$ cat src/design/assert_macros.svh
// Assertion macros shared by the downsampler modules.
// Each macro expects signals named clk and rst in the using module.
`ifndef ASSERT_MACROS_SVH
`define ASSERT_MACROS_SVH
// Condition holds at every clock edge out of reset.
`define AST_ALWAYS(lbl, cond, msg) \
  lbl: assert property (@(posedge clk) disable iff (rst) (cond)) else $error(msg);
// Consequent holds in the cycle where the antecedent holds.
`define AST_IMPLY(lbl, ante, cons, msg) \
  lbl: assert property (@(posedge clk) disable iff (rst) (ante) |-> (cons)) else $error(msg);
`endif

$ cat src/design/mbad_pkg.sv
`timescale 1ns / 1ps
// Shared constants and types for the masked block average downsampler.
// No dependencies.
package mbad_pkg;

  localparam int SAMPLE_W     = 8;
  localparam int QUOT_W       = 8;
  localparam int CFG_IDX_W    = 2;
  localparam int CFG_DATA_W   = 13;
  localparam int LINE_REG_W   = 13;
  localparam int LOOKS_REG_W  = 5;
  localparam int QUEUE_DEPTH  = 4;

  localparam logic [LINE_REG_W-1:0]  LINE_WIDTH_RST = 13'd1024;
  localparam logic [LOOKS_REG_W-1:0] LOOKS_RST      = 5'd4;

  // Configuration register indexes
  localparam logic [CFG_IDX_W-1:0] REG_LINE_WIDTH    = 2'd0;
  localparam logic [CFG_IDX_W-1:0] REG_RANGE_LOOKS   = 2'd1;
  localparam logic [CFG_IDX_W-1:0] REG_AZIMUTH_LOOKS = 2'd2;

  // Back-end divider sequencer
  typedef enum logic [1:0] {
    BK_IDLE,
    BK_DIV,
    BK_HOLD
  } bk_state_t;

endpackage

$ cat src/design/mbad_queue.sv
`timescale 1ns / 1ps
// Small register queue carrying finished block totals from front to back.
// Depends on mbad_pkg and assert_macros.svh.
`include "assert_macros.svh"
module mbad_queue
  import mbad_pkg::*;
#(
  parameter int WIDTH = 26
) (
  input  logic                                 clk,
  input  logic                                 rst,
  input  logic                                 wr_en,
  input  logic [WIDTH-1:0]                     wr_data,
  input  logic                                 rd_en,
  output logic [WIDTH-1:0]                     rd_data,
  output logic                                 is_empty,
  output logic [$clog2(QUEUE_DEPTH+1)-1:0]     level
);

  localparam int PW = (QUEUE_DEPTH > 1) ? $clog2(QUEUE_DEPTH) : 1;
  localparam int CW = $clog2(QUEUE_DEPTH+1);

  logic [WIDTH-1:0] slots [QUEUE_DEPTH];
  logic [PW-1:0]    wptr;
  logic [PW-1:0]    rptr;
  logic [CW-1:0]    count;

  function automatic logic [PW-1:0] bump(input logic [PW-1:0] p);
    bump = (int'(p) == QUEUE_DEPTH - 1) ? '0 : PW'(p + 1'b1);
  endfunction

  always_ff @(posedge clk) begin
    if (wr_en) begin
      slots[wptr] <= wr_data;
    end
  end

  always_ff @(posedge clk) begin
    if (rst) begin
      wptr  <= '0;
      rptr  <= '0;
      count <= '0;
    end else begin
      if (wr_en) begin
        wptr <= bump(wptr);
      end
      if (rd_en) begin
        rptr <= bump(rptr);
      end
      case ({wr_en, rd_en})
        2'b10:   count <= CW'(count + 1'b1);
        2'b01:   count <= CW'(count - 1'b1);
        default: count <= count;
      endcase
    end
  end

  assign rd_data  = slots[rptr];
  assign is_empty = (count == '0);
  assign level    = count;

  `AST_IMPLY(no_underflow, rd_en, count != '0, "queue read while empty")
  `AST_IMPLY(no_overflow, wr_en && !rd_en, int'(count) < QUEUE_DEPTH, "queue write while full")

endmodule

$ cat config.mk
export PLATFORM = sky130hd
export DESIGN_NAME = mbad_queue
export DESIGN_NICKNAME = d
export VERILOG_FILES = /design/src/design/mbad_pkg.sv /design/src/design/mbad_queue.sv
export VERILOG_INCLUDE_DIRS = /design/src /design/src/design
export SDC_FILE = /design/constraint.sdc
export NUM_CORES = 1
export LEC_CHECK = 0
export ABC_AREA = 1
export BUFFER_PORTS_ARGS = -buffer_cell sky130_fd_sc_hd__buf_2
export CORE_UTILIZATION = 60
export DETAILED_ROUTE_END_ITERATION = 6
export GPL_ROUTABILITY_DRIVEN = 0
export PLACE_DENSITY_LB_ADDON = 0.1
export SYNTH_ARGS = -nofsm -noshare
export SYNTH_HDL_FRONTEND = slang
export SYNTH_SLANG_ARGS = --single-unit
$ cat constraint.sdc
create_clock -name clk -period 2.5 [get_ports clk]
set_input_delay 0.25 -clock clk [delete_from_list [all_inputs] [get_ports clk]]
set_output_delay 0.25 -clock clk [all_outputs]
set_load 0.02 [all_outputs]
# Word level (Yosys, flattened, before mapping)
# Memory sizes are Yosys's and may differ from the RTL's. A register that Yosys moved wholly into a read port is not among the register bits.
# Cells that the tools add are included.
# Widths: inputs -> output; s select.
# totals
register_bits	7
latch_bits	0
ram_bits	104
mem_bits_ro	0
in_bits	30
wordCells	21
n_memories	1
# op_classes
add_sub_neg	4
multipliers	0
div_mod_pow	0
magnitude_cmp	0
eq_ne	4
n_shift	0
mux	7
bitwise_logic	0
n_reduce_logical	2
# memory_table
memory	words	width	rd	rd_clocked_by_memory_dff	write_ports	line	source
slots	4	26	1	1	1	mbad_queue.sv:23	logic [WIDTH-1:0] slots [QUEUE_DEPTH];
# op_table
op	n
$mux 2	4
$eq 2x1->1 const B	3
$pmux 3 s2	1
$add 2x1->2 const B	2
$add 3x1->3 const B	1
$logic_not 3->1	1
$sub 3x1->3 const B	1
$eq 2x2->1 const B	1
$mux 1	2
$reduce_bool 2->1	1

# Longest topological paths before layout
# logic_depth
word_depth	4
ltp_mapped	10
depth_no_buf	10

# Worst setup path after synthesis
# Ideal clock, no wire load.
# synth_path
path_kind	reg2reg
from	reg wptr[0]
to	mem slots[3][0], enable pin
setup_ns	0.381
arrival_time_ns	1.108
required_time_ns	2.119
path_slack_ns	1.011
path_stages_with_launch	4
n_path_buf	0
synth_period_minus_slack_ns	1.489
path_cell_list	dfxtp_1 ha_1 nand2_1 inv_1
# synth_lines
item	line	source
from (decl)	mbad_queue.sv:24	logic [PW-1:0] wptr;
from (signal assigned)	mbad_queue.sv:45	wptr <= bump(wptr);
to (decl)	mbad_queue.sv:23	
# No word-level cell before the write port.

==> out/metrics.yaml <==
port_buffers: 59
finalSetupTns_ns: 0
ir_worst_vdd_mv: 0.700
drv_slew: 0
htree_levels: 4
p_int_mw: 4.02
final_common_cell: "edfxtp_1"
switchingPower_mw: 1.15
grt_setup_unrepaired: "false"
syn_avg_cell_area_um2: 13.9
die_w_um: 86.9
relSlewSlack: 0.650
min_period_over_period: 0.892
setup_viol: 0
clkPwrFrac: 0.481
start_util: 0.629
drt_iter0_markers: 184
core.rowCount: 30
start_kind: "flip-flop"
die-area_mm2: 0.00755
totalWireLength_um: 8810
status: "complete, no violations"
io_pins: 60
postLayoutCoreUtil: 0.809
fin_skew_ns: 0.00418
synthesis.nets: 347
hp-class: "in -> reg"
drive_gt1_frac: 0.229
crit_path_end_kind: "output port"
hold_viol: 0
layout.nets: 444
via_count: 2837
worst_pin_slew_ns: 0.525
dr.pass1.iters: 4
dieHeight_um: 86.9
timing.final.crit_period_ns: 2.23
first_global_vias: 2820
grt.total_usage: 0.251
syn_inst: 310
via_per_inst: 5.51
cts.sinks: 113
cts_buffer_depth: 2
insertion_delay_ns: 0.51
drv_cap: 0
seq_power_share: 0.425
grt_pass1_wl_um: 13400
cts-root-buf: "clkbuf_8"
clock.fmax_mhz: 448
ys_warn_count: 0
combPwrFrac: 0.094
syn_area_mm2: 0.00432
crit_arrival_ns: 1.98
path_clk_slew_ns: 0.05
final_cell_mix: "edfxtp_1, buf_2, nor2_1, o21ai_0, dlygate4sd3_1"
power.density_mw_per_mm2: 930
p_leak_nw: 2.11
yosysSeqAreaShare: 0.764
postRouteAntennaNets: 0
grt_max_degree: 53
coreArea_mm2: 0.00687
overflow: 0
place_hpwl_um: 4550
drc_errors: 0
n_antenna_cell: 0
ys_ff_latch: 113
post_cts_buffers: 0
worst-path-max-fanout: 26
antenna_found_initial: 0
yosysUniqueCellTypes: 19
cp.required_ns: 2.25
syn_to_final_growth_pct: 28.6
wire_per_inst_um: 17.1
numCtsBuffers: 17
cts_tree: "done"
crit_type: "reg -> out"
switching_share: 0.223
-- worst max-delay path, cell delays in order, from the launching register on --
cell and delay, ns:
dfxtp_1 0.46, inv_2 0.45, o21ai_0 0.18, o22ai_1 0.18, buf_2 0.20
-- worst paths after layout --
| path | slack (ns) | from | depth (start not counted) | to |
|---|---|---|---|---|
| worst max-delay path | 0.27 | flip-flop | 4 | rd_data[16] |
| worst min-delay path | 0.10 | rd_en | 3 | level[0]$_SDFFE_PP0P_ |
| worst max register to register | 1.08 | wptr[0]$_SDFFE_PP0P_ | 4 | slots[3][9]$_DFFE_PP_ |
| worst min register to register | 0.54 | level[2]$_SDFFE_PP0P_ | 4 | level[2]$_SDFFE_PP0P_ |
-- cell families (layout without fill, tap and decap cells) --
logic type,after synthesis,after routing,share of synthesized area
flip-flops,113,113,0.764
AO/OA/AOI/OAI,87,87,0.108
AND/OR/NAND/NOR,70,70,0.0625
buffers and inverters,33,142,0.0431
adder cells (fa/ha/maj),7,7,0.0220
-- repair_timing --
action / CTS / global route
gates resized for setup: 0 / 1
endpoints found under the hold margin: 107 / 0
hold buffers: 27 / 0
endpoints found under the setup margin: 0 / 21
-- Yosys cell counts --
library cell  number  area share
edfxtp_1         104        0.72
o22ai_1           26       0.038
nor2_1            57       0.049
buf_4              9       0.016
o21ai_1           22       0.025
fa_1               1      0.0046
inv_1             16       0.014
dfxtp_1            9       0.042
nand2_1            8      0.0069
buf_2              3      0.0035
inv_4              1      0.0014
buf_6              3      0.0078
o21ai_0           34       0.039
a21oi_1            5      0.0058
ha_1               6       0.017
nor3_1             3      0.0035
inv_2              1     0.00087
nand3_1            1      0.0012
nand4_1            1      0.0014
-- power groups by stage --
stage               clock network (mW)  registers [mW]  logic [mW]
global placement                     0            2.23       0.438
CTS                               2.50            2.20       0.486
detailed placement                   0            2.23       0.449
floorplan                            0            2.22       0.301
finish                            2.49            2.20       0.485
global route                      2.59            2.21       0.525
-- per-stage QoR --
step           cell area [um^2]  power [mW]  worst slack, ns  cells  hold WS (ns)
2_1_floorplan              4320        2.52             1.01    310         0.322
3_3_place_gp               4680        2.67            0.671    457         0.464
3_5_place_dp               4680        2.68            0.623    457         0.466
4_1_cts                    5560        5.18           0.0611    515         0.106
5_1_grt                    5560        5.33            0.122    515         0.126
6_report                   5560        5.17            0.269    515         0.104
-- state kept, by name (all words and copies together) (netlist names), named ones only --
register  flops
slots       104
level         3
wptr          2
rptr          2
-- cell type report --
cell class | instances | area, um^2
clock buffer | 17 | 414
clock inverter | 14 | 195
fill | 401 | 1310
tap | 96 | 120
sequential | 113 | 3310
multi-input combinational | 164 | 833
inverter | 18 | 70.1
timing repair buffer | 93 | 618
-- metal layers --
layer / vias to the layer above / global-route usage / part of all wire
met3: 14 / 0.0749 / 0.043
li1: 1338 / - / -
met5: - / 0 / 0
met2: 108 / 0.418 / 0.51
met4: 0 / 0.109 / 0.014
met1: 1377 / 0.307 / 0.43
(Power assumes the default switching activity.)
