## src/design/assert_macros.svh

```systemverilog
// Assertion macros shared by the downsampler modules.
// Each macro expects signals named clk and rst in the using module.
`ifndef ASSERT_MACROS_SVH
`define ASSERT_MACROS_SVH
// Condition holds at every clock edge out of reset.
`define AST_ALWAYS(lbl, cond, msg) \
  lbl: assert property (@(posedge clk) disable iff (rst) (cond)) else $error(msg);
// Consequent holds in the cycle where the antecedent holds.
`define AST_IMPLY(lbl, ante, cons, msg) \
  lbl: assert property (@(posedge clk) disable iff (rst) (ante) |-> (cons)) else $error(msg);
`endif

```

## src/design/mbad_pkg.sv

```systemverilog
`timescale 1ns / 1ps
// Shared constants and types for the masked block average downsampler.
// No dependencies.
package mbad_pkg;

  localparam int SAMPLE_W     = 8;
  localparam int QUOT_W       = 8;
  localparam int CFG_IDX_W    = 2;
  localparam int CFG_DATA_W   = 13;
  localparam int LINE_REG_W   = 13;
  localparam int LOOKS_REG_W  = 5;
  localparam int QUEUE_DEPTH  = 4;

  localparam logic [LINE_REG_W-1:0]  LINE_WIDTH_RST = 13'd1024;
  localparam logic [LOOKS_REG_W-1:0] LOOKS_RST      = 5'd4;

  // Configuration register indexes
  localparam logic [CFG_IDX_W-1:0] REG_LINE_WIDTH    = 2'd0;
  localparam logic [CFG_IDX_W-1:0] REG_RANGE_LOOKS   = 2'd1;
  localparam logic [CFG_IDX_W-1:0] REG_AZIMUTH_LOOKS = 2'd2;

  // Back-end divider sequencer
  typedef enum logic [1:0] {
    BK_IDLE,
    BK_DIV,
    BK_HOLD
  } bk_state_t;

endpackage

```

## src/design/mbad_back.sv

```systemverilog
`timescale 1ns / 1ps
// Back end: rounded division of block totals, one quotient bit per cycle,
// and the result register. Depends on mbad_pkg and assert_macros.svh.
`include "assert_macros.svh"
module mbad_back
  import mbad_pkg::*;
#(
  parameter int BSUM_W = 16,
  parameter int BCNT_W = 9
) (
  input  logic                        clk,
  input  logic                        rst,
  input  logic                        q_empty,
  input  logic [BSUM_W+BCNT_W:0]      q_rdata,
  output logic                        q_rd,
  output logic                        empty,
  input  logic                        pop,
  output logic signed [SAMPLE_W-1:0]  average,
  output logic                        line_end
);

  localparam int RW = BSUM_W + BCNT_W + 1;
  localparam int SW = $clog2(QUOT_W);

  bk_state_t state;
  bk_state_t state_next;

  logic signed [BSUM_W-1:0] in_sum;
  logic [BCNT_W-1:0]        in_cnt;
  logic signed [RW-1:0]     sum_x;
  logic signed [RW-1:0]     mag_x;

  logic [RW-1:0]     rem;
  logic [RW-1:0]     dsh;
  logic [QUOT_W-1:0] quot;
  logic [SW-1:0]     step;
  logic              neg;
  logic              zero_cnt;
  logic              le_hold;

  logic out_valid;
  logic out_free;
  logic out_load;
  logic ge;

  assign in_sum   = q_rdata[BSUM_W+BCNT_W -: BSUM_W];
  assign in_cnt   = q_rdata[BCNT_W:1];
  assign sum_x    = RW'(in_sum);
  assign mag_x    = (in_sum < 0) ? -sum_x : sum_x;
  assign ge       = (rem >= dsh);
  assign out_free = !out_valid || pop;

  always_comb begin
    case (state)
      BK_IDLE: state_next = q_empty ? BK_IDLE : BK_DIV;
      BK_DIV:  state_next = (step == '0) ? BK_HOLD : BK_DIV;
      BK_HOLD: state_next = out_free ? BK_IDLE : BK_HOLD;
      default: state_next = BK_IDLE;
    endcase
  end

  always_comb begin
    case (state)
      BK_IDLE: begin
        q_rd     = !q_empty;
        out_load = 1'b0;
      end
      BK_HOLD: begin
        q_rd     = 1'b0;
        out_load = out_free;
      end
      default: begin
        q_rd     = 1'b0;
        out_load = 1'b0;
      end
    endcase
  end

  always_ff @(posedge clk) begin
    if (rst) begin
      state <= BK_IDLE;
    end else begin
      state <= state_next;
    end
  end

  // Quotient of (2|sum| + count) / (2 count); divisor starts at 2 count << 7.
  always_ff @(posedge clk) begin
    if (q_rd) begin
      rem      <= RW'(mag_x <<< 1) + RW'(in_cnt);
      dsh      <= RW'(in_cnt) << QUOT_W;
      quot     <= '0;
      step     <= SW'(QUOT_W - 1);
      neg      <= (in_sum < 0);
      zero_cnt <= (in_cnt == '0);
      le_hold  <= q_rdata[0];
    end else if (state == BK_DIV) begin
      if (ge) begin
        rem <= RW'(rem - dsh);
      end
      quot <= {quot[QUOT_W-2:0], ge};
      dsh  <= dsh >> 1;
      step <= SW'(step - 1'b1);
    end
  end

  always_ff @(posedge clk) begin
    if (rst) begin
      out_valid <= 1'b0;
    end else if (out_load) begin
      out_valid <= 1'b1;
    end else if (pop) begin
      out_valid <= 1'b0;
    end
  end

  always_ff @(posedge clk) begin
    if (out_load) begin
      if (zero_cnt) begin
        average <= '0;
      end else begin
        average <= neg ? SAMPLE_W'(-quot) : SAMPLE_W'(quot);
      end
      line_end <= le_hold;
    end
  end

  assign empty = !out_valid;

  `AST_IMPLY(load_from_hold, $rose(out_valid), $past(state) == BK_HOLD, "result without division")
  `AST_IMPLY(quot_in_range, state == BK_HOLD && !zero_cnt, int'(quot) <= 128, "quotient out of range")

endmodule

```

## config.mk

```make
export PLATFORM = sky130hd
export DESIGN_NAME = mbad_back
export DESIGN_NICKNAME = d
export VERILOG_FILES = /design/src/design/mbad_pkg.sv /design/src/design/mbad_back.sv
export VERILOG_INCLUDE_DIRS = /design/src /design/src/design
export SDC_FILE = /design/constraint.sdc
export NUM_CORES = 1
export LEC_CHECK = 0
export BUFFER_PORTS_ARGS = -buffer_cell sky130_fd_sc_hd__buf_2
export CAP_MARGIN = 25
export CORE_UTILIZATION = 55
export DETAILED_ROUTE_END_ITERATION = 8
export PLACE_DENSITY_LB_ADDON = 0.08
export SYNTH_ARGS = -nofsm -noshare
export SYNTH_HDL_FRONTEND = slang
export SYNTH_SLANG_ARGS = --single-unit
```

## constraint.sdc

```tcl
create_clock -name clk -period 5.04 [get_ports clk]
set_clock_uncertainty 0.15 [all_clocks]
set_input_delay 1.008 -clock clk [delete_from_list [all_inputs] [get_ports clk]]
set_output_delay 1.008 -clock clk [all_outputs]
set_load 0.02 [all_outputs]
```

Yosys cells after proc, flatten, opt, wreduce, memory -nomap -nowiden
Cells that the tools add are included.
{"block": "totals", "reg_bits": 69, "output_inout_bits": 11}
{"block": "op_classes", "reduce_logical": 10, "n_eq_ne": 2, "order_cmp": 2, "n_addsub": 5, "muxes": 15}
{"cell": "26-bit 2-to-1 mux", "count": 3}
{"cell": "17-bit 2-to-1 mux", "count": 2}
{"cell": "26-bit by 9-bit adder with 26-bit output", "count": 1}
{"cell": "26-bit by 17-bit >= comparator with 1-bit output", "count": 1}
{"cell": "26-bit by 17-bit subtractor with 26-bit output", "count": 1}
{"cell": "25-bit 2-to-1 mux", "count": 1}
{"cell": "16-bit negation with 25-bit output", "count": 1}
{"cell": "16-bit by 1-bit < comparator with 1-bit output (second input constant)", "count": 1}
{"cell": "9-bit zero test", "count": 1}
{"cell": "8-bit 2-to-1 mux", "count": 1}
{"cell": "8-bit negation", "count": 1}
{"cell": "2-bit case mux with 3 select lines", "count": 1}
{"cell": "2-bit nonzero test", "count": 3}
{"cell": "1-bit 2-to-1 mux", "count": 5}
{"cell": "2-bit 2-to-1 mux", "count": 2}
{"cell": "3-bit zero test", "count": 1}
{"cell": "3-bit by 1-bit subtractor with 3-bit output (second input constant)", "count": 1}
{"cell": "2-bit by 1-bit equality test with 1-bit output (second input constant)", "count": 1}
{"cell": "2-bit equality test (second input constant)", "count": 1}
{"cell": "1-bit zero test", "count": 2}
{"cell": "2-bit zero test", "count": 1}
{"cell": "2-bit AND reduction", "count": 1}
{"cell": "1-bit logical OR", "count": 1}

Logic depth before layout (Yosys ltp)
Gate-level depths: netlist of run 1.
{"block": "depth", "depth_word": 4, "ltp_mapped": 13}

Least setup slack after synthesis of run 1
Ideal clock, no wire load.
{"block": "synth_timing", "kind": "input -> register", "start": "in q_rdata[25]", "end": "reg rem[14] (data pin)", "arrival_ns": 3.428, "cell_stages": 12, "setup_time_ns": 0.270, "setup_slack_ns": 1.192, "cell_sequence": "clkbuf_1 > clkbuf_1 > o31ai_1 > xnor2_1 > ha_1 > a21oi_1 > nor2_1 > a311o_1 > a221oi_1 > nor3b_1 > xnor2_1 > mux2i_1"}
{"block": "synth_between", "elab_chain_len": 4}
{"item": "from (decl)", "line_no": "mbad_back.sv:14", "text": "input logic [BSUM_W+BCNT_W:0] q_rdata,"}
{"item": "16-bit by 1-bit < comparator with 1-bit output", "line_no": "mbad_back.sv:49", "text": "assign mag_x = (in_sum < 0) ? -sum_x : sum_x;"}
{"item": "25-bit 2-to-1 mux", "line_no": "mbad_back.sv:49"}
{"item": "26-bit by 9-bit adder with 26-bit output", "line_no": "mbad_back.sv:90", "text": "rem <= RW'(mag_x <<< 1) + RW'(in_cnt);"}
{"item": "26-bit 2-to-1 mux", "line_no": "mbad_back.sv:89", "text": "if (q_rd) begin"}
{"item": "to (signal assigned)", "line_no": "mbad_back.sv:90"}
{"item": "to (signal assigned)", "line_no": "mbad_back.sv:99", "text": "rem <= RW'(rem - dsh);"}
{"item": "to (decl)", "line_no": "mbad_back.sv:33", "text": "logic [RW-1:0] rem;"}
Every way passes these cells.
A chain may end at the register's enable or synchronous reset.

Worst setup path after layout of run 1
{"block": "layout_timing", "start": "in q_rdata[15]", "end": "reg rem[13] (data pin)"}
{"block": "layout_between", "elab_chain_len": 4}
{"item": "16-bit negation with 25-bit output / 16-bit by 1-bit < comparator with 1-bit output (equally long branches)", "line_no": "mbad_back.sv:49"}
{"item": "25-bit 2-to-1 mux (*)", "line_no": "mbad_back.sv:49"}
{"item": "26-bit by 9-bit adder with 26-bit output (*)", "line_no": "mbad_back.sv:90"}
{"item": "26-bit 2-to-1 mux (*)", "line_no": "mbad_back.sv:89"}
Mark *: on every way between the ends. The rest lies on a longest branch, timed or not.

==> results of run 1 <==
## worst paths after layout
path	from	end	cells after the start
worst max register to register	rem[0]	rem[11]	11
worst min-delay path	le_hold	line_end	0
worst min register to register	le_hold	line_end	0
worst max-delay path	q_rdata[15]	rem[13]	12
## sequential cells by signal (all words and copies together) (netlist names)
name	flops
neg	1
average	8
line_end	1
quot	8
state	2
dsh	17
zero_cnt	1
le_hold	1
step	3
out_valid	1
rem	26
## worst max-delay path: stages
cell and delay [ps]:
buf_2 120, or4_4 580, or2_4 300, nand2_1 80, xnor2_1 70, ha_1 350, o21a_1 140, nor2_1 40
nor3_1 490, nor2b_1 230, xnor2_1 130, mux2i_1 80
## cell families after synthesis
group,after synthesis,synth area share [%]
buffers and inverters,48,4.114
adders and majority gates,32,9.106
and+or+nand+nor,172,18.71
xor gates and xnor gates,54,10.37
DFF,69,40.59
muxes,4,0.8777
AOI/OAI and AO/OA,117,16.24
## per-layer routing
layer | vias to the layer above | track usage [%] | share of wire [%]
met3 | 10 | 4.390 | 4.1
met2 | 88 | 43.08 | 49
met5 | - | 0 | 0
met1 | 1731 | 31.87 | 46
li1 | 1854 | - | -
met4 | 0 | 8.462 | 1.2
## synthesized netlist by cell type (3+ instances only)
cell type	n
xnor2_1	33
dfxtp_1	22
o31ai_1	8
o21ai_0	23
a21oi_1	46
ha_1	30
nand3_1	7
a21o_1	7
nor3_1	5
nand4_1	3
clkbuf_1	15
inv_1	30
nor4_1	11
o21ai_1	6
xor2_1	21
nor2_1	29
or3_1	10
nand2b_1	6
o211ai_1	6
nand2_1	72
mux2i_1	4
a31oi_1	4
nor2b_1	8
edfxtp_1	47
or4_1	6
## metrics by stage
stage / cell area [um2] / hold slack, ps / instances / setup slack [ps]
after floorplan: 4562 / 250.3 / 496 / 1192
after global placement: 4845 / 267.7 / 624 / 1110
after detailed placement: 4845 / 272.9 / 624 / 1040
after CTS: 5071 / 305.1 / 640 / 1393
after global routing: 5071 / 312.8 / 640 / 1198
final: 5071 / 296.4 / 640 / 1355
## layout make-up
| type | instances | area [um2] | share of cell area (%) |
|---|---|---|---|
| clock inverters | 7 | 102.6 | 2.023 |
| inverters | 30 | 112.6 | 2.221 |
| flip-flops and latches | 69 | 1852 | 36.52 |
| repair buffers | 44 | 230.2 | 4.540 |
| clock buffers | 9 | 123.9 | 2.443 |
| multi-input cells | 379 | 2522 | 49.74 |
| well taps | 102 | 127.6 | 2.517 |
## power groups by stage
stage / combinational [uW] / clock, uW / sequential, uW
floorplan: 689 / 0 / 785
global route: 994 / 549 / 804
global placement: 855 / 0 / 805
detailed placement: 873 / 0 / 806
finish: 883 / 515 / 794
CTS: 881 / 525 / 794
==> impl_metrics.yaml, run 1 <==
timing:
  setup_viol: 0
  relSlewSlack_pct: 42.31
  hold_viol_final: 0
  drv_slew: 0
  min_period_ps: 3685
  worst_slew_pin_slew_ps: 865.4
  setup_tns_ps: 0
  period_share_pct: 73.12
  rsz0062_at_grt: "false"
  max_freq_ghz: 0.2713
global_route:
  grt_first_pass_wirelength_um: 16730
  grt_pass1_vias: 3547
  grt_antenna_before_repair: 0
  grt_start_max_net_pins: 52
  track_usage_pct: 25.09
  grt_overflow: 0
clocking:
  ctsHoldBuffers: 0
  cts-buffers-inserted: 9
  cts_setup_buffers: 0
  path_clk_slew_ps: 80
  cts.sinks: 69
  clkLatencyLatePin_ps: 350
  root_buffer: "clkbuf_8"
  cts_buffer_depth: 2
  cts_resized: 0
  cts_max_level: 3
  cts_tree: "done"
synth:
  ys_ff_latch: 69
  synth_top_area_share_pct: 30.94
  synth_area_leader_cell: "edfxtp_1"
  synth_cells: 496
  synthesis.nets: 558
  synth_area_leaders: "edfxtp_1 31%, dfxtp_1 9.7%, ha_1 8.2%"
  ys_types: 52
  avgSynthCellArea_um2: 9.197
  synth_edf_count: 47
  yosysWarnings: 0
  synth-seq-area-share_pct: 40.59
  synth_flop_cell: "edfxtp_1"
  synth.cell_area_mm2: 0.004562
  async_reset_ff_share_pct: 0
drt:
  wl_um: 9939
  detail_route.iter0.violations: 215
  vias_per_cell: 5.755
  avgRoutedWirePerCell_um: 15.53
  drt.antenna.violating_nets: 0
  first_pass_iters: 4
  drcViolationCount: 0
  vias: 3683
die:
  pin_count: 41
  start_util_pct: 57.84
  core_region_area_mm2: 0.007888
  die_h_um: 93.08
  die_area_mm2: 0.008663
  row_count: 32
  die_w_um: 93.08
run:
  cap_violations: 0
layout:
  n_fill_cell: 689
  layout-drive-gt1-share_pct: 13.20
  nets: 595
  syn_to_final_growth_pct: 11.16
  final_cell_mix: "72 x nand2_1, 47 x edfxtp_1, 46 x a21oi_1"
  layout_commonest_cell: "nand2_1"
  antenna_cells: 0
  final_util_pct: 64.29
place:
  gp_congestion: 0.9217
  hpwl_um: 7500
  io_buffers: 40
pwr:
  powerDensity_mw_per_mm2: 432.2
  leakage_uw: 0.001989
  ir_drop_mv: 0.1808
  p_clk_share_pct: 23.5
  total_power_uw: 2192
  switching_share_pct: 36.77
  p_switching_uw: 805.9
  pwr-share-comb_pct: 40.3
  pwr-share-seq_pct: 36.2
  p_int_uw: 1386
worst_setup_path:
  critical_path.max_fanout: 6
  endpoint_kind: "register"
  critPathRequiredTime_ps: 4970
  crit_type: "in -> reg"
  start_kind: "input pin"
  reg2reg_slack_ps: 1570
  cp.arrival_ps: 3610
outcome:
  status: "finished clean"
worst_hold_path:
  min_path_type: "reg -> reg"
Note: power is estimated with default switching activity, not from simulation.
==> inputs of run 2 (changes only) <==
- CORE_UTILIZATION: 55 -> 54
- clock period: 5.04 -> 3.3 ns (I/O delays scaled with it)
==> run 2 against run 1 <==
Net effect:
- setup slack worse by 1100 ps
- final area is 3.2% higher
- power is 50% higher
- clock-buffer cell count is 3 higher
- die area is 1.8% higher
- sequential power is 52% higher
- routed wire length is 3.1% higher
- clock power is 31% higher
- first-iteration DRC count is 20% lower
- combinational power is 60% higher
- utilization is 0.26 points lower
- register-to-register slack worse by 1400 ps
==> impl_metrics.yaml, run 2 (synthesis gave the netlist of run 1 again) <==
outcome:
  status: "finished clean"
drt:
  vias: 3802
  vias_per_cell: 5.709
  drcViolationCount: 0
  detail_route.iter0.violations: 172
  first_pass_iters: 6
  wl_um: 10250
  avgRoutedWirePerCell_um: 15.39
  drt.antenna.violating_nets: 0
die:
  die_h_um: 93.91
  die_w_um: 93.91
  core_region_area_mm2: 0.008175
  start_util_pct: 55.80
  pin_count: 41
  row_count: 33
  die_area_mm2: 0.008819
clocking:
  cts_resized: 0
  cts.sinks: 69
  cts-buffers-inserted: 9
  ctsHoldBuffers: 0
  cts_max_level: 3
  clkLatencyLatePin_ps: 340
  root_buffer: "clkbuf_8"
  cts_buffer_depth: 2
  cts_tree: "done"
  path_clk_slew_ps: 80
  cts_setup_buffers: 0
worst_setup_path:
  crit_type: "reg -> reg"
  r2r-start: "dsh[5]"
  reg2reg_slack_ps: 220
  critical_path.max_fanout: 9
  cp.arrival_ps: 3120
  worstRegToRegCells: 10
  rr_endpoint: "rem[20]"
  critPathRequiredTime_ps: 3340
  endpoint_kind: "register"
  start_kind: "register"
pwr:
  powerDensity_mw_per_mm2: 628.8
  ir_drop_mv: 0.2292
  leakage_uw: 0.002096
layout:
  layout_commonest_cell: "nand2_1"
  nets: 619
  layout-drive-gt1-share_pct: 16.76
  reg.largest.list: "rem: 26 flops, dsh: 17 flops"
  largest_reg_flops: 26
  final_util_pct: 64.03
  regMostFlops: "rem"
  syn_to_final_growth_pct: 14.76
  n_fill_cell: 723
  final_cell_mix: "72 x nand2_1, 47 x edfxtp_1, 46 x a21oi_1"
  antenna_cells: 0
global_route:
  track_usage_pct: 24.83
  grt_first_pass_wirelength_um: 16840
  grt_start_max_net_pins: 52
  grt_overflow: 0
  grt_antenna_before_repair: 0
  grt_pass1_vias: 3591
timing:
  hold_viol_final: 0
  setup_viol: 0
  rsz0062_at_grt: "false"
  drv_slew: 0
  worst_slew_pin_slew_ps: 743.9
  setup_tns_ps: 0
  relSlewSlack_pct: 50.30
  period_share_pct: 93.41
  max_freq_ghz: 0.3244
  min_period_ps: 3083
worst_hold_path:
  hold_depth: 0
  min_from: "le_hold"
  min_path_type: "reg -> reg"
  hold_path_end: "line_end"
run:
  cap_violations: 0
place:
  io_buffers: 40
  gp_congestion: 0.9030
  hpwl_um: 7873
## run 2: cell types whose count changed in the layout (fill, tap and decap cells not counted), sizes merged
cell      previous run  this run
clkbuf               9        12
buf                 44        68
inv                 34        30
clkinvlp             1         0
clkinv               0         3
bufinv               2         0
## run 2: metrics by stage
stage          setup slack, ps  total power, uW  hold WS [ps]  instances  cell area (um2)
4_1_cts                  245.4             3290         277.4        666             5235
2_1_floorplan            1.081             2255         250.3        496             4576
3_3_place_gp            -15.90             2579         258.6        651             5040
3_5_place_dp            -91.30             2610         261.0        651             5040
5_1_grt                  53.14             3503         306.7        666             5235
6_report                 217.5             3292         274.1        666             5235
## run 2: area by class of cell
| class | count | area (um2) | share of cell area, % |
|---|---|---|---|
| Timing Repair Buffer | 68 | 410.4 | 7.839 |
| Clock inverter | 3 | 17.52 | 0.3346 |
| Tap cell | 105 | 131.4 | 2.510 |
| Clock buffer | 12 | 177.7 | 3.394 |
| Multi-Input combinational cell | 379 | 2534 | 48.40 |
| Inverter | 30 | 112.6 | 2.151 |
| Sequential cell | 69 | 1852 | 35.37 |
## run 2: worst max path at each step
stage          slack [ps]       to  cells after the start   startpoint
2_1_floorplan           1  rem[13]                     12  q_rdata[15]
3_3_place_gp          -20  rem[13]                     12  q_rdata[15]
3_5_place_dp          -90  rem[14]                     11  q_rdata[15]
4_1_cts               250  rem[11]                     11       rem[0]
5_1_grt                50  rem[14]                     14  q_rdata[13]
6_report              220  rem[20]                     10       dsh[5]
## run 2: per-layer routing
metal / track usage [%] / share of wire (%) / vias up
met4: 8.462 / 2.1 / 0
li1: - / - / 1895
met1: 30.82 / 44 / 1786
met5: 0 / 0 / -
met3: 3.641 / 3.3 / 21
met2: 43.80 / 51 / 100
## run 2: where the power goes
group	leakage [uW]	internal [uW]	switching, uW	total (uW)
clock network	0.000100	358	316	674
registers	0.000642	1130	78.2	1210
logic	0.00135	590	819	1410
## run 2: critical path, stage by stage, from the launching register on
cell and delay, ps:
dfxtp_1 370, inv_1 60, ha_1 340, and2_1 210, a221oi_2 310, a211o_1 260, a31oi_1 120, o31a_1 320
buf_4 170, or4_1 470, a21oi_1 150
==> inputs of run 3 (changes only) <==
- MAX_ROUTING_LAYER: not set -> met4
- PLACE_DENSITY: not set -> 0.76
- PLACE_DENSITY_LB_ADDON: 0.08 -> not set
==> run 3 against run 2 <==
Net effect:
- clock-buffer cell count is 1 lower
- register-to-register slack gained 60 ps
- sequential power about the same
- setup slack better by 64 ps
- critical path type unchanged
- critical endpoint unchanged
==> impl_metrics.yaml, run 3 (synthesis gave the netlist of run 1 again) <==
outcome:
  status: "finished clean"
clocking:
  cts_resized: 0
  ctsHoldBuffers: 0
  cts-buffers-inserted: 9
  cts_setup_buffers: 0
  root_buffer: "clkbuf_8"
  cts_tree: "done"
  cts_buffer_depth: 2
  clkLatencyLatePin_ps: 350
  cts.sinks: 69
  path_clk_slew_ps: 80
  cts_max_level: 3
worst_setup_path:
  crit_chain: "inv_1 > ha_1 > and2_1 > a221oi_2 > a211o_1 > a31oi_1 > o31a_1 > buf_4 > or4_1 > a21oi_1"
  crit_family: "compound AO/OA/AOI/OAI gates"
  crit_type: "reg -> reg"
  reg2reg_slack_ps: 280
  cp_num_buf_inv: 2
  rr_endpoint: "rem[20]"
  critical_path.max_fanout: 9
  slowest_stage: "or4_1"
  critPathLaunch: "dsh[5]"
  cp.arrival_ps: 3070
  cp.depth: 10
  critPathMaxStageDelay_ps: 460
  r2r-start: "dsh[5]"
  critPathRequiredTime_ps: 3350
  worstRegToRegCells: 10
  start_kind: "register"
  endpoint: "rem[20]"
  endpoint_kind: "register"
drt:
  detail_route.iter0.violations: 250
  drcViolationCount: 0
  drt.antenna.violating_nets: 0
  vias_per_cell: 5.756
  first_pass_iters: 5
  vias: 3828
  avgRoutedWirePerCell_um: 15.12
  wl_um: 10050
global_route:
  grt_start_max_net_pins: 28
  grt_pass1_vias: 3571
  grt_overflow: 0
  grt_first_pass_wirelength_um: 16390
  grt_antenna_before_repair: 0
  track_usage_pct: 25.04
place:
  io_buffers: 40
  hpwl_um: 7650
  post-place-ws_ps: -79.47
  gp_congestion: 0.9842
timing:
  setup_tns_ps: 0
  period_share_pct: 91.46
  max_freq_ghz: 0.3313
  rsz0062_at_grt: "false"
  min_period_ps: 3018
  relSlewSlack_pct: 46.68
  worst_slack_ps: 281.8
  drv_slew: 0
  setup_viol: 0
  worst_slew_pin_slew_ps: 798.2
  hold_viol_final: 0
worst_hold_path:
  min_from: "le_hold"
  min_path_type: "reg -> reg"
pwr:
  leakage_uw: 0.002097
  powerDensity_mw_per_mm2: 628.9
  ir_drop_mv: 0.2760
die:
  pin_count: 41
  die_w_um: 93.91
  core_region_area_mm2: 0.008175
  die_area_mm2: 0.008819
  die_h_um: 93.91
  row_count: 33
  start_util_pct: 55.80
layout:
  final_util_pct: 64.10
  regMostFlops: "rem"
  layout-drive-gt1-share_pct: 16.96
  layout_commonest_cell: "nand2_1"
  final_cell_mix: "72 x nand2_1, 47 x edfxtp_1, 46 x a21oi_1"
  antenna_cells: 0
  nets: 617
  syn_to_final_growth_pct: 14.87
  largest_reg_flops: 26
  reg.largest.list: "rem: 26 flops, dsh: 17 flops"
run:
  cap_violations: 0
run 3: per-layer routing:
metal	wire, um	track usage (%)
met4	227	9.615
met3	548	3.964
met2	4880	41.85
met1	4396	30.43
met5	0	-
run 3: area by class of cell:
type / count / area (um2)
Sequential cell: 69 / 1852
Fill cell: 672 / 2935
Multi-Input combinational cell: 379 / 2534
Inverter: 30 / 112.6
Timing Repair Buffer: 66 / 407.9
Tap cell: 105 / 131.4
Clock buffer: 11 / 162.7
Clock inverter: 5 / 40.04
run 3: through the flow:
| step | instance area (um2) | total power (uW) | instances | hold WS (ps) |
|---|---|---|---|---|
| after floorplan | 4576 | 2255 | 496 | 250.3 |
| after global placement | 5037 | 2560 | 649 | 254.1 |
| after detailed placement | 5037 | 2590 | 649 | 262.3 |
| after CTS | 5240 | 3288 | 665 | 281.1 |
| after global routing | 5240 | 3514 | 665 | 297.1 |
| final | 5240 | 3296 | 665 | 280.6 |
run 3: worst min-delay path by stage:
| stage | depth (start not counted) | to | slack, ps |
|---|---|---|---|
| finish | 0 | line_end | 280 |
| global route | 0 | line_end | 300 |
| CTS | 0 | line_end | 280 |
| detailed placement | 0 | line_end | 260 |
| global placement | 0 | line_end | 250 |
| floorplan | 0 | line_end | 250 |
run 3: power by group:
part	leakage [uW]	switching (uW)	internal, uW
Combinational	0.00135	812	590
Clock	0.000105	344	346
Sequential	0.000642	75.2	1130
